--- config.mk ---
export PLATFORM = sky130hd
export DESIGN_NAME = stream_prefetch_tracker_unit
export DESIGN_NICKNAME = d
export VERILOG_FILES = /design/src/rtl/core/spt_pkg.sv /design/src/rtl/core/spt_cell.sv /design/src/rtl/core/spt_run.sv /design/src/rtl/core/stream_prefetch_tracker_unit.sv
export SDC_FILE = /design/constraint.sdc
export NUM_CORES = 2
export LEC_CHECK = 0
export BUFFER_PORTS_ARGS = -buffer_cell sky130_fd_sc_hd__buf_2
export CAP_MARGIN = 20
export CORE_MARGIN = 4
export CORE_UTILIZATION = 45
export DETAILED_ROUTE_END_ITERATION = 10
export HOLD_SLACK_MARGIN = 0.12
export PLACE_DENSITY = 0.62
export REMOVE_ABC_BUFFERS = 1
export SYNTH_ARGS = -nofsm -noshare
export SYNTH_HDL_FRONTEND = slang
export SYNTH_SLANG_ARGS = --single-unit
--- constraint.sdc ---
create_clock -name clock -period 10 [get_ports clock]
set_clock_uncertainty 0.1 [all_clocks]
set_input_delay 0.5 -clock clock [delete_from_list [all_inputs] [get_ports clock]]
set_output_delay 0.5 -clock clock [all_outputs]
set_load 0.1 [all_outputs]
--- src/rtl/core/spt_pkg.sv ---
// shared types and constants for the stream prefetch tracker
// no dependencies; imported by every module of the block
package spt_pkg;

   localparam int FIELD_W   = 48;   // width of address fields on the ports
   localparam int DEG_W     = 5;    // width of the degree register
   localparam int MAX_RUN   = 16;   // longest prefetch run per access
   localparam int DEG_RESET = 5;

   typedef enum logic [1:0] {
      DIR_NONE = 2'd0,
      DIR_UP   = 2'd1,
      DIR_DOWN = 2'd2
   } dir_type;

   typedef enum logic [1:0] {
      ST_IDLE,
      ST_LOOK,
      ST_UPDATE
   } state_type;

   // shift control broadcast to the tracker cells
   typedef struct packed {
      logic write;   // update cycle that moves a tracker to the head
      logic all;     // shift every cell (new page)
   } cell_ctl_type;

   // start of a prefetch run
   typedef struct packed {
      logic start;
      logic up;
   } run_ctl_type;

endpackage

--- src/rtl/core/spt_cell.sv ---
// one tracker cell of the recency chain: page tag, last offset, last direction
// depends on spt_pkg; instantiated in a row by stream_prefetch_tracker_unit
module spt_cell #(
   parameter int PW    = 36,
   parameter int OFF_W = 6
) (
   input  logic                 clock,
   input  logic                 reset,
   input  spt_pkg::cell_ctl_type ctl,
   input  logic [PW-1:0]        cmp_page,
   input  logic                 in_valid,
   input  logic [PW-1:0]        in_page,
   input  logic [OFF_W-1:0]     in_offset,
   input  spt_pkg::dir_type     in_dir,
   output logic                 out_valid,
   output logic [PW-1:0]        out_page,
   output logic [OFF_W-1:0]     out_offset,
   output spt_pkg::dir_type     out_dir,
   input  logic                 hit_above_in,
   output logic                 hit_above_out,
   input  logic [OFF_W-1:0]     match_off_in,
   input  spt_pkg::dir_type     match_dir_in,
   output logic [OFF_W-1:0]     match_off_out,
   output spt_pkg::dir_type     match_dir_out
);
   import spt_pkg::*;

   logic             valid_ff;
   logic [PW-1:0]    page_ff;
   logic [OFF_W-1:0] offset_ff;
   dir_type          dir_ff;
   logic             hit_ff;
   logic             hit_in;
   logic             shift;

   assign hit_in = valid_ff && (page_ff == cmp_page);
   // a cell moves when it or any older cell holds the hit, or on a new page
   assign shift  = ctl.write && (ctl.all || hit_ff || hit_above_in);

   always_ff @(posedge clock) begin
      if (reset) begin
         valid_ff <= 1'b0;
         hit_ff   <= 1'b0;
      end else begin
         hit_ff <= hit_in;
         if (shift) begin
            valid_ff <= in_valid;
         end
      end
   end

   always_ff @(posedge clock) begin
      if (shift) begin
         page_ff   <= in_page;
         offset_ff <= in_offset;
         dir_ff    <= in_dir;
      end
   end

   assign out_valid     = valid_ff;
   assign out_page      = page_ff;
   assign out_offset    = offset_ff;
   assign out_dir       = dir_ff;
   assign hit_above_out = hit_above_in || hit_ff;
   assign match_off_out = match_off_in | (hit_ff ? offset_ff : '0);
   assign match_dir_out = dir_type'(match_dir_in | (hit_ff ? dir_ff : DIR_NONE));

endmodule

--- src/rtl/core/spt_run.sv ---
// prefetch run generator with output register
// depends on spt_pkg; driven by stream_prefetch_tracker_unit
module spt_run #(
   parameter int PW         = 36,
   parameter int OFF_W      = 6,
   parameter int BLOCK_BITS = 6
) (
   input  logic                          clock,
   input  logic                          reset,
   input  spt_pkg::run_ctl_type          ctl,
   input  logic [PW-1:0]                 start_page,
   input  logic [OFF_W-1:0]              start_offset,
   input  logic [spt_pkg::DEG_W-1:0]     start_count,
   output logic                          busy,
   output logic                          rsp_valid,
   input  logic                          rsp_ready,
   output logic [spt_pkg::FIELD_W-1:0]   rsp_prefetch_address,
   output logic                          rsp_last_of_run
);
   import spt_pkg::*;

   logic [PW-1:0]      page_ff;
   logic [OFF_W-1:0]   off_ff;
   logic [OFF_W-1:0]   off_in;
   logic               up_ff;
   logic [DEG_W-1:0]   left_ff;
   logic               valid_ff;
   logic [FIELD_W-1:0] addr_ff;
   logic               last_ff;
   logic               active;
   logic               load;

   assign active = (left_ff != '0);
   assign load   = active && (!valid_ff || rsp_ready);
   assign off_in = up_ff ? off_ff + OFF_W'(1) : off_ff - OFF_W'(1);

   always_ff @(posedge clock) begin
      if (reset) begin
         left_ff  <= '0;
         valid_ff <= 1'b0;
      end else begin
         if (ctl.start) begin
            left_ff <= start_count;
         end else if (load) begin
            left_ff <= left_ff - DEG_W'(1);
         end
         if (load) begin
            valid_ff <= 1'b1;
         end else if (rsp_ready) begin
            valid_ff <= 1'b0;
         end
      end
   end

   always_ff @(posedge clock) begin
      if (ctl.start) begin
         page_ff <= start_page;
         off_ff  <= start_offset;
         up_ff   <= ctl.up;
      end else if (load) begin
         off_ff <= off_in;
      end
      if (load) begin
         addr_ff <= FIELD_W'({page_ff, off_in, {BLOCK_BITS{1'b0}}});
         last_ff <= (left_ff == DEG_W'(1));
      end
   end

   assign busy                 = active;
   assign rsp_valid            = valid_ff;
   assign rsp_prefetch_address = addr_ff;
   assign rsp_last_of_run      = last_ff;

endmodule

--- src/rtl/core/stream_prefetch_tracker_unit.sv ---
// top level of the per-page stream prefetch tracker
// depends on spt_pkg, spt_cell and spt_run
//
// usage:
//  - req channel (valid/ready) carries one demand access address per transaction
//  - rsp channel (valid/ready) returns the prefetch block addresses, one per
//    transaction, with last_of_run on the final address caused by an access
//  - csr port writes the prefetch degree (reset value 5, values above 16 act
//    as 16) with no wait; write it only while the block is idle
//  - each access goes through capture, tag compare in every cell of the
//    tracker chain, then the chain update; an access that prefetches n blocks
//    starts its run in the update, gives the first address through the output
//    register, then one address per cycle while the receiver takes them
//  - the recency chain is the limit: one access is looked up and applied at a
//    time, and a new access waits until the previous run is fully generated
//  - a stalled receiver holds the output register; the run pauses with it,
//    and the next access can be taken while the last address still waits
//  - reset empties every tracker and drops any pending prefetch
module stream_prefetch_tracker_unit #(
   parameter int NUM_TRACKERS = 64,
   parameter int PAGE_BITS    = 12,
   parameter int BLOCK_BITS   = 6,
   parameter int ADDR_BITS    = 48
) (
   input  logic                          clock,
   input  logic                          reset,
   input  logic                          req_valid,
   output logic                          req_ready,
   input  logic [spt_pkg::FIELD_W-1:0]   req_access_address,
   output logic                          rsp_valid,
   input  logic                          rsp_ready,
   output logic [spt_pkg::FIELD_W-1:0]   rsp_prefetch_address,
   output logic                          rsp_last_of_run,
   input  logic                          csr_write_enable,
   input  logic [spt_pkg::DEG_W-1:0]     csr_write_data
);
   import spt_pkg::*;

   // addresses above the field width never reach the table
   localparam int EFF_BITS = (ADDR_BITS < FIELD_W) ? ADDR_BITS : FIELD_W;
   localparam int PW       = EFF_BITS - PAGE_BITS;
   localparam int OFF_W    = PAGE_BITS - BLOCK_BITS;
   localparam int CMP_W    = (OFF_W > DEG_W) ? OFF_W : DEG_W;

   state_type        state_ff;
   state_type        state_in;
   logic [PW-1:0]    page_ff;
   logic [OFF_W-1:0] offset_ff;
   logic [DEG_W-1:0] degree_ff;

   logic             run_busy;
   cell_ctl_type     cell_ctl;
   run_ctl_type      run_ctl;

   // tracker chain wiring: entries flow toward higher cells (older),
   // hit and match data flow toward cell 0 (most recent)
   logic             cell_valid [NUM_TRACKERS];
   logic [PW-1:0]    cell_page  [NUM_TRACKERS];
   logic [OFF_W-1:0] cell_off   [NUM_TRACKERS];
   dir_type          cell_dir   [NUM_TRACKERS];
   logic             hit_chain  [NUM_TRACKERS+1];
   logic [OFF_W-1:0] match_off  [NUM_TRACKERS+1];
   dir_type          match_dir  [NUM_TRACKERS+1];

   // update decision
   logic             found;
   logic             same_off;
   logic             go_up;
   dir_type          new_dir;
   logic [DEG_W-1:0] deg_sat;
   logic [OFF_W-1:0] room;
   logic [DEG_W-1:0] run_count;

   logic             req_fire;
   assign req_fire = req_valid && req_ready;

   // degree register
   always_ff @(posedge clock) begin
      if (reset) begin
         degree_ff <= DEG_W'(DEG_RESET);
      end else if (csr_write_enable) begin
         degree_ff <= csr_write_data;
      end
   end

   // captured access, split into page tag and block offset
   always_ff @(posedge clock) begin
      if (req_fire) begin
         page_ff   <= req_access_address[EFF_BITS-1:PAGE_BITS];
         offset_ff <= req_access_address[PAGE_BITS-1:BLOCK_BITS];
      end
   end

   // sequencer
   always_ff @(posedge clock) begin
      if (reset) begin
         state_ff <= ST_IDLE;
      end else begin
         state_ff <= state_in;
      end
   end

   always_comb begin
      state_in = state_ff;
      unique case (state_ff)
         ST_IDLE: begin
            if (req_fire) begin
               state_in = ST_LOOK;
            end
         end
         ST_LOOK:   state_in = ST_UPDATE;
         ST_UPDATE: state_in = ST_IDLE;
         default:   state_in = ST_IDLE;
      endcase
   end

   // result of the tag compare, gathered along the chain
   assign found    = hit_chain[0];
   assign same_off = (match_off[0] == offset_ff);
   assign go_up    = (offset_ff > match_off[0]);
   assign new_dir  = !found ? DIR_NONE : (go_up ? DIR_UP : DIR_DOWN);

   // run length: degree capped at the run limit and at the page edge
   assign deg_sat   = (degree_ff > DEG_W'(MAX_RUN)) ? DEG_W'(MAX_RUN) : degree_ff;
   assign room      = go_up ? ~offset_ff : offset_ff;
   assign run_count = (CMP_W'(room) < CMP_W'(deg_sat)) ? DEG_W'(room) : deg_sat;

   always_comb begin
      req_ready      = 1'b0;
      cell_ctl.write = 1'b0;
      cell_ctl.all   = 1'b0;
      run_ctl.start  = 1'b0;
      run_ctl.up     = go_up;
      unique case (state_ff)
         ST_IDLE: begin
            req_ready = !run_busy;
         end
         ST_LOOK: begin
         end
         ST_UPDATE: begin
            // new page: push at the head, oldest tracker falls off the end;
            // hit at a new offset: move the tracker to the head
            cell_ctl.write = !found || !same_off;
            cell_ctl.all   = !found;
            run_ctl.start  = found && !same_off && (new_dir == match_dir[0])
                             && (run_count != '0);
         end
         default: begin
         end
      endcase
   end

   assign hit_chain[NUM_TRACKERS] = 1'b0;
   assign match_off[NUM_TRACKERS] = '0;
   assign match_dir[NUM_TRACKERS] = DIR_NONE;

   for (genvar i = 0; i < NUM_TRACKERS; i++) begin : g_cell
      logic             in_valid;
      logic [PW-1:0]    in_page;
      logic [OFF_W-1:0] in_offset;
      dir_type          in_dir;

      if (i == 0) begin : g_head
         // head cell takes the freshly touched tracker
         assign in_valid  = 1'b1;
         assign in_page   = page_ff;
         assign in_offset = offset_ff;
         assign in_dir    = new_dir;
      end else begin : g_body
         assign in_valid  = cell_valid[i-1];
         assign in_page   = cell_page[i-1];
         assign in_offset = cell_off[i-1];
         assign in_dir    = cell_dir[i-1];
      end

      spt_cell #(
         .PW    (PW),
         .OFF_W (OFF_W)
      ) u_cell (
         .clock         (clock),
         .reset         (reset),
         .ctl           (cell_ctl),
         .cmp_page      (page_ff),
         .in_valid      (in_valid),
         .in_page       (in_page),
         .in_offset     (in_offset),
         .in_dir        (in_dir),
         .out_valid     (cell_valid[i]),
         .out_page      (cell_page[i]),
         .out_offset    (cell_off[i]),
         .out_dir       (cell_dir[i]),
         .hit_above_in  (hit_chain[i+1]),
         .hit_above_out (hit_chain[i]),
         .match_off_in  (match_off[i+1]),
         .match_dir_in  (match_dir[i+1]),
         .match_off_out (match_off[i]),
         .match_dir_out (match_dir[i])
      );
   end

   spt_run #(
      .PW         (PW),
      .OFF_W      (OFF_W),
      .BLOCK_BITS (BLOCK_BITS)
   ) u_run (
      .clock                (clock),
      .reset                (reset),
      .ctl                  (run_ctl),
      .start_page           (page_ff),
      .start_offset         (offset_ff),
      .start_count          (run_count),
      .busy                 (run_busy),
      .rsp_valid            (rsp_valid),
      .rsp_ready            (rsp_ready),
      .rsp_prefetch_address (rsp_prefetch_address),
      .rsp_last_of_run      (rsp_last_of_run)
   );

endmodule

# Yosys cells after proc, flatten, opt, wreduce, memory -nomap -nowiden
# Cells that the tools add are included.
dict set report classes {
  n_addsub 3
  multipliers 0
  div 0
  order_cmp 3
  eq_ne 70
  shifts 0
  muxes 145
  bitwise_logic 127
  reduce_logical 334
}
# operator n
set op_table {}
lappend op_table {{== test 36 bit} 64}
lappend op_table {{two-way mux 6 bit} 68}
lappend op_table {{bitwise OR 6 bit} 63}
lappend op_table {{logical OR 1 bit} 192}
lappend op_table {{two-way mux 2 bit} 68}
lappend op_table {{logical AND 1 bit} 133}
lappend op_table {{bitwise OR 2 bit} 63}
lappend op_table {{two-way mux 5 bit} 4}
lappend op_table {{nonzero test 5 bit} 2}
lappend op_table {{adder 6 x 1 -> 6 bit, second input constant} 1}
lappend op_table {{== test 6 bit} 1}
lappend op_table {{greater-than comparator 6 bit} 1}
lappend op_table {{< comparator 6 x 5 -> 1 bit} 1}
lappend op_table {{NOT 6 bit} 1}
lappend op_table {{subtractor 6 x 1 -> 6 bit, second input constant} 1}
lappend op_table {{== test 5 x 1 -> 1 bit, second input constant} 1}
lappend op_table {{greater-than comparator 5 bit, second input constant} 1}
lappend op_table {{subtractor 5 x 1 -> 5 bit, second input constant} 1}
lappend op_table {{zero test 1 bit} 4}
lappend op_table {{two-way mux 1 bit} 4}
lappend op_table {{one-hot mux 2 bit (2 select lines)} 1}
lappend op_table {{nonzero test 2 bit} 2}
lappend op_table {{== test 2 x 1 -> 1 bit, second input constant} 1}
lappend op_table {{== test 2 bit} 1}
lappend op_table {{3 further kinds} 3}
dict set report totals {
  reg_bits 3085
  latchBits 0
  ramBits 0
  romBits 0
  input_bits 58
  out_inout_bits 51
  elab_cells 1013
  mem_count 0
}

# Depth between registers and ports, before layout
dict set report depth {
  depth_word 72
  mapped_depth 21
  ltp_nobuf 18
}

# Modules after synthesis
# From an unflattened synthesis, not the netlist that was laid out.
dict set report hier_totals {
  hier_cells 7233
  hier_area_um2 125465.3
}
# module instances cells_per_inst area_per_inst_um2 seq_area_each_um2
set by_module_without_submodules {}
lappend by_module_without_submodules {spt_cell 64 108 1876.8 1361.3}
lappend by_module_without_submodules {spt_run 1 182 3339.5 2702.6}
lappend by_module_without_submodules {stream_prefetch_tracker_unit 1 139 2010.7 1401.3}

# Least setup slack after synthesis
# No wires, ideal clock.
dict set report synth_path {
  kind {reg2reg}
  from {register g_cell[28].u_cell.hit_ff}
  to {register g_cell[11].u_cell.dir_ff[0], enable pin}
  setup_ns 0.511
  arrival_time_ns 5.614
  t_required_ns 9.389
  slack_ns 3.774
  stages_incl_launch_ff 12
  n_path_buf 3
  synth_period_minus_slack_ns 6.226
  path_cell_list {dfxtp_1 clkbuf_1 a22o_1 a221oi_1 nand4_1 or4_1 ha_1 nand3_1 nand2b_1 buf_2 clkbuf_1 o21ai_0}
}
dict set report synth_between {
  elab_chain_cells 35
  elab_cells_between_ends 67
  cone_classes {eq/ne: 1; mux: 2; bitwise: 29; reduce/logical: 35}
}
# item line_no
set synth_rtl {}
lappend synth_rtl {{start, declared} spt_cell.sv:32} ;# logic hit_ff;
lappend synth_rtl {{start signal, assigned} spt_cell.sv:45} ;# hit_ff <= hit_in;
lappend synth_rtl {{two-way mux 6 bit} spt_cell.sv:65} ;# assign match_off_out = match_off_in | (hit_ff ? offset_ff : '0);
lappend synth_rtl {{bitwise OR 6 bit (29 in series)} spt_cell.sv:65}
lappend synth_rtl {{== test 6 bit} stream_prefetch_tracker_unit.sv:119} ;# assign same_off = (match_off[0] == offset_ff);
lappend synth_rtl {{zero test 1 bit} stream_prefetch_tracker_unit.sv:143} ;# cell_ctl.write = !found || !same_off;
lappend synth_rtl {{logical OR 1 bit} stream_prefetch_tracker_unit.sv:143}
lappend synth_rtl {{two-way mux 2 bit} stream_prefetch_tracker_unit.sv:134} ;# unique case (state_ff)
lappend synth_rtl {{logical AND 1 bit *} spt_cell.sv:38} ;# assign shift = ctl.write && (ctl.all || hit_ff || hit_above_in);
lappend synth_rtl {{named net g_cell[11].u_cell.shift} spt_cell.sv:34} ;# logic shift;
lappend synth_rtl {{end signal, assigned} spt_cell.sv:56} ;# dir_ff <= in_dir;
lappend synth_rtl {{end, declared} spt_cell.sv:31} ;# dir_type dir_ff;
# Mark *: on every way through the listed nets, which the timed path passes. The rest lies on a longest branch.
# A chain may end at the register's enable or synchronous reset.

==> impl_results.md <==
- Final GP Congestion: 0.991
- Max-cap violations: 0
- Row cnt: 192
- Worst-path clk slew: 60 ps
- Total I/O pin count: roughly 110
- Ys flop type: edfxtp_1
- Final core occ: 51.4%
- CTS tree: yes
- Die Width: 532 µm
- GR Util met1: 38.2%
- DR iter-0 viols: 9552
- Hold Buf Count CTS: 60
- CTS buffer count: between 300 and 400
- Combinational Power Share: 16.7%
- Dpl hpwl: approximately 270 mm
- H-tree depth: 5
- RSZ-0062 raised after global routing: false
- Required @ worst endpoint: 10440 ps
- Synth area leaders: edfxtp_1 (72%), xor2_1 (10%), xnor2_1 (5.4%)
- Status: finished clean
- Worst min path class: input pin to register
- Die area: roughly 280000 µm²
- Final Cell Area: 141000 µm²
- Setup CP Type: register to register
- Synth top area share: 71.5%
- Worst setup EP type: register
- Number of routed nets with antenna violations: 0
- Post-Route WL: 405 mm
- Initial antenna violation count: 20
- Number of synthesized flops with an enable pin: 2944
- Psw: 9.75 mW
- Top-count cell post-synth: edfxtp_1
- Area after DPL: 129000 µm²
- Layout cells sized above 1: 11.0%
- Leak: 43.1 nW
- Final setup viols: 0
- Gr ovfl total: 0
- Largest net degree at the start of global routing: between 50 and 60
- Initial Util: a little under half
- Clock sink count: 3085
- Share of power burned in registers: 47.1%
- Slew margin rel.: around 15%
- Clk pwr share: a little over a third
- DRC errors left: 0
- Setup bufs post-CTS: 0
- Worst Path Arrival: approximately 7200 ps
- Vias per cell: approximately 6.0
- Top post-synthesis cells by count: edfxtp_1 (2944), xor2_1 (1472), xnor2_1 (764)
- Global Route Usage Sum: 27.9%
- Synth Register Bits: 3085
- Area leader, netlist: edfxtp_1
- Async S/R FF share, synth: 0%
- Vias in the first global route: 68500
- Vias: 69700
- Drt wl/cell: roughly 35 µm
- Clock Latency Late Sink: ~930 ps
- Post-Synthesis Cell Area: 124000 µm²
- Fmax: 0.148 GHz
- CTS resizes: 0
- GRT met3 Usage: a little under 7%
- Core box area: 273000 µm²
- Int Pwr: roughly 23 mW
- M2 GR Usage: 43.1%
- Final period util: 67.5%
- Fin crit period: 6750 ps
- First-pass GRT wire length: 556 mm
- Final worst slack: 3250 ps
- Seq/Total Area, Yosys: between 70% and 80%
- Synthesis Warnings: 0
- Worst vdd ir: about 0.00014 V
- Worst Setup Start Kind: register
- Power per cell area: 236 nW/µm²
- Distinct cells, synth: 80
- Nets: ~7800
- Deepest clock path buffer count: 4
- I/O Buffers: 96
- Final TNS setup: 0 ps
- Final hold vios: 0
- Critical Path Fanout Max: 40
- Die height: 532 µm
- Slew @ Worst Pin: 1280 ps
- Setup WS pre-CTS: around 3300 ps
- Switch share: 29.4%
- CTS Root Cell: clkbuf_16
- Area Overhead vs Synth: 13.7%
- Global route hottest layer: met2
- Syn Area/Cell: 16.7 µm²
- Cells after Synth: ~7400
- Max-slew violations: 0
- Drt pass-1 iters: 6
## worst paths after layout
kind | start | end | slack, ps | depth (start not counted)
worst max-delay path | g_cell[24].u_cell.hit_ff | u_run.page_ff[7] | 3250 | 18
worst min-delay path | req_access_address[8] | g_cell[0].in_offset[2] | 180 | 2
worst max register to register | g_cell[24].u_cell.hit_ff | u_run.page_ff[7] | 3250 | 18
worst min register to register | u_run.page_ff[31] | u_run.rsp_prefetch_address[43] | 320 | 0
## final cells by class
type | instances | area, µm²
Antenna cell | 2 | 5.00
Clock buffer | 446 | 9060
Sequential cell | 3085 | 91200
Timing Repair Buffer | 393 | 3100
Tap cell | 3589 | 4490
Fill cell | 22200 | 133000
Inverter | 66 | 250
Multi-Input combinational cell | 3880 | 31000
Clock inverter | 155 | 1380
## kinds of logic (layout without fill, tap and decap cells)
| logic type | Yosys count | after routing | synth area share (%) |
|---|---|---|---|
| other | 1 | 8 | 0.00303 |
| multiplexers | 66 | 66 | 0.546 |
| AO/OA/AOI/OAI | 449 | 449 | 2.93 |
| AND/OR/NAND/NOR | 1105 | 1105 | 5.29 |
| adder cells (fa/ha/maj) | 18 | 18 | 0.188 |
| buffers and inverters | 430 | 1060 | 1.38 |
| XOR/XNOR | 2236 | 2236 | 15.8 |
| flip-flops | 3085 | 3085 | 73.8 |
## stage by stage
stage               power [mW]  std cells  hold slack (ps)
CTS                       33.2      11600              129
finish                    33.2      11600              184
detailed placement        21.3      11000              305
global route              34.1      11600              170
global placement          21.3      11000              301
floorplan                 19.1       7031              300
## layer usage
layer	vias up	routed length [µm]
met4	4	18100
met2	4176	183000
met1	36000	161000
met5	-	28
li1	28700	-
met3	891	42500
## registers in the layout, indices dropped and copies added (netlist names)
signal                      count
g_cell.u_cell.out_offset      384
u_run.rsp_last_of_run           1
g_cell.u_cell.out_valid        64
u_run.left_ff                   5
u_run.rsp_valid                 1
u_run.up_ff                     1
g_cell.u_cell.hit_ff           64
g_cell.in_offset                6
g_cell.in_page                 36
g_cell.u_cell.out_page       2304
u_run.off_ff                    6
u_run.page_ff                  36
degree_ff                       5
state_ff                        2
g_cell.u_cell.out_dir         128
u_run.rsp_prefetch_address     42
## critical path, cell delays in order (launching register included)
cell	delay [ps]
dfxtp_1	710
a221oi_1	570
nand4_1	150
nor4_1	880
ha_1	390
and4_1	280
o21a_1	140
o31a_1	240
buf_4	220
xor2_1	190
ha_1	220
nor4b_1	370
a221oi_1	130
nor3b_1	210
mux2i_1	90
buf_4	190
mux2i_1	250
o21ai_4	170
inv_2	740
## power groups by stage
stage | Clock [mW] | Sequential (mW) | Combinational [mW]
5_1_grt | 12.7 | 15.7 | 5.75
4_1_cts | 12.1 | 15.6 | 5.48
3_3_place_gp | 0 | 15.9 | 5.41
6_report | 12.0 | 15.6 | 5.53
2_1_floorplan | 0 | 16.8 | 2.27
3_5_place_dp | 0 | 15.9 | 5.43
## cell usage in the layout (no fill, tap or decap), types with 95 or more instances in the layout
cell,n
a22o_1,130
nor4_1,416
buf_4,218
xor2_1,1472
clkbuf_16,336
buf_2,95
edfxtp_1,2944
nand4_1,335
dfxtp_1,141
xnor2_1,764
a221oi_1,133
No activity file was read; power rests on OpenSTA's default activity.
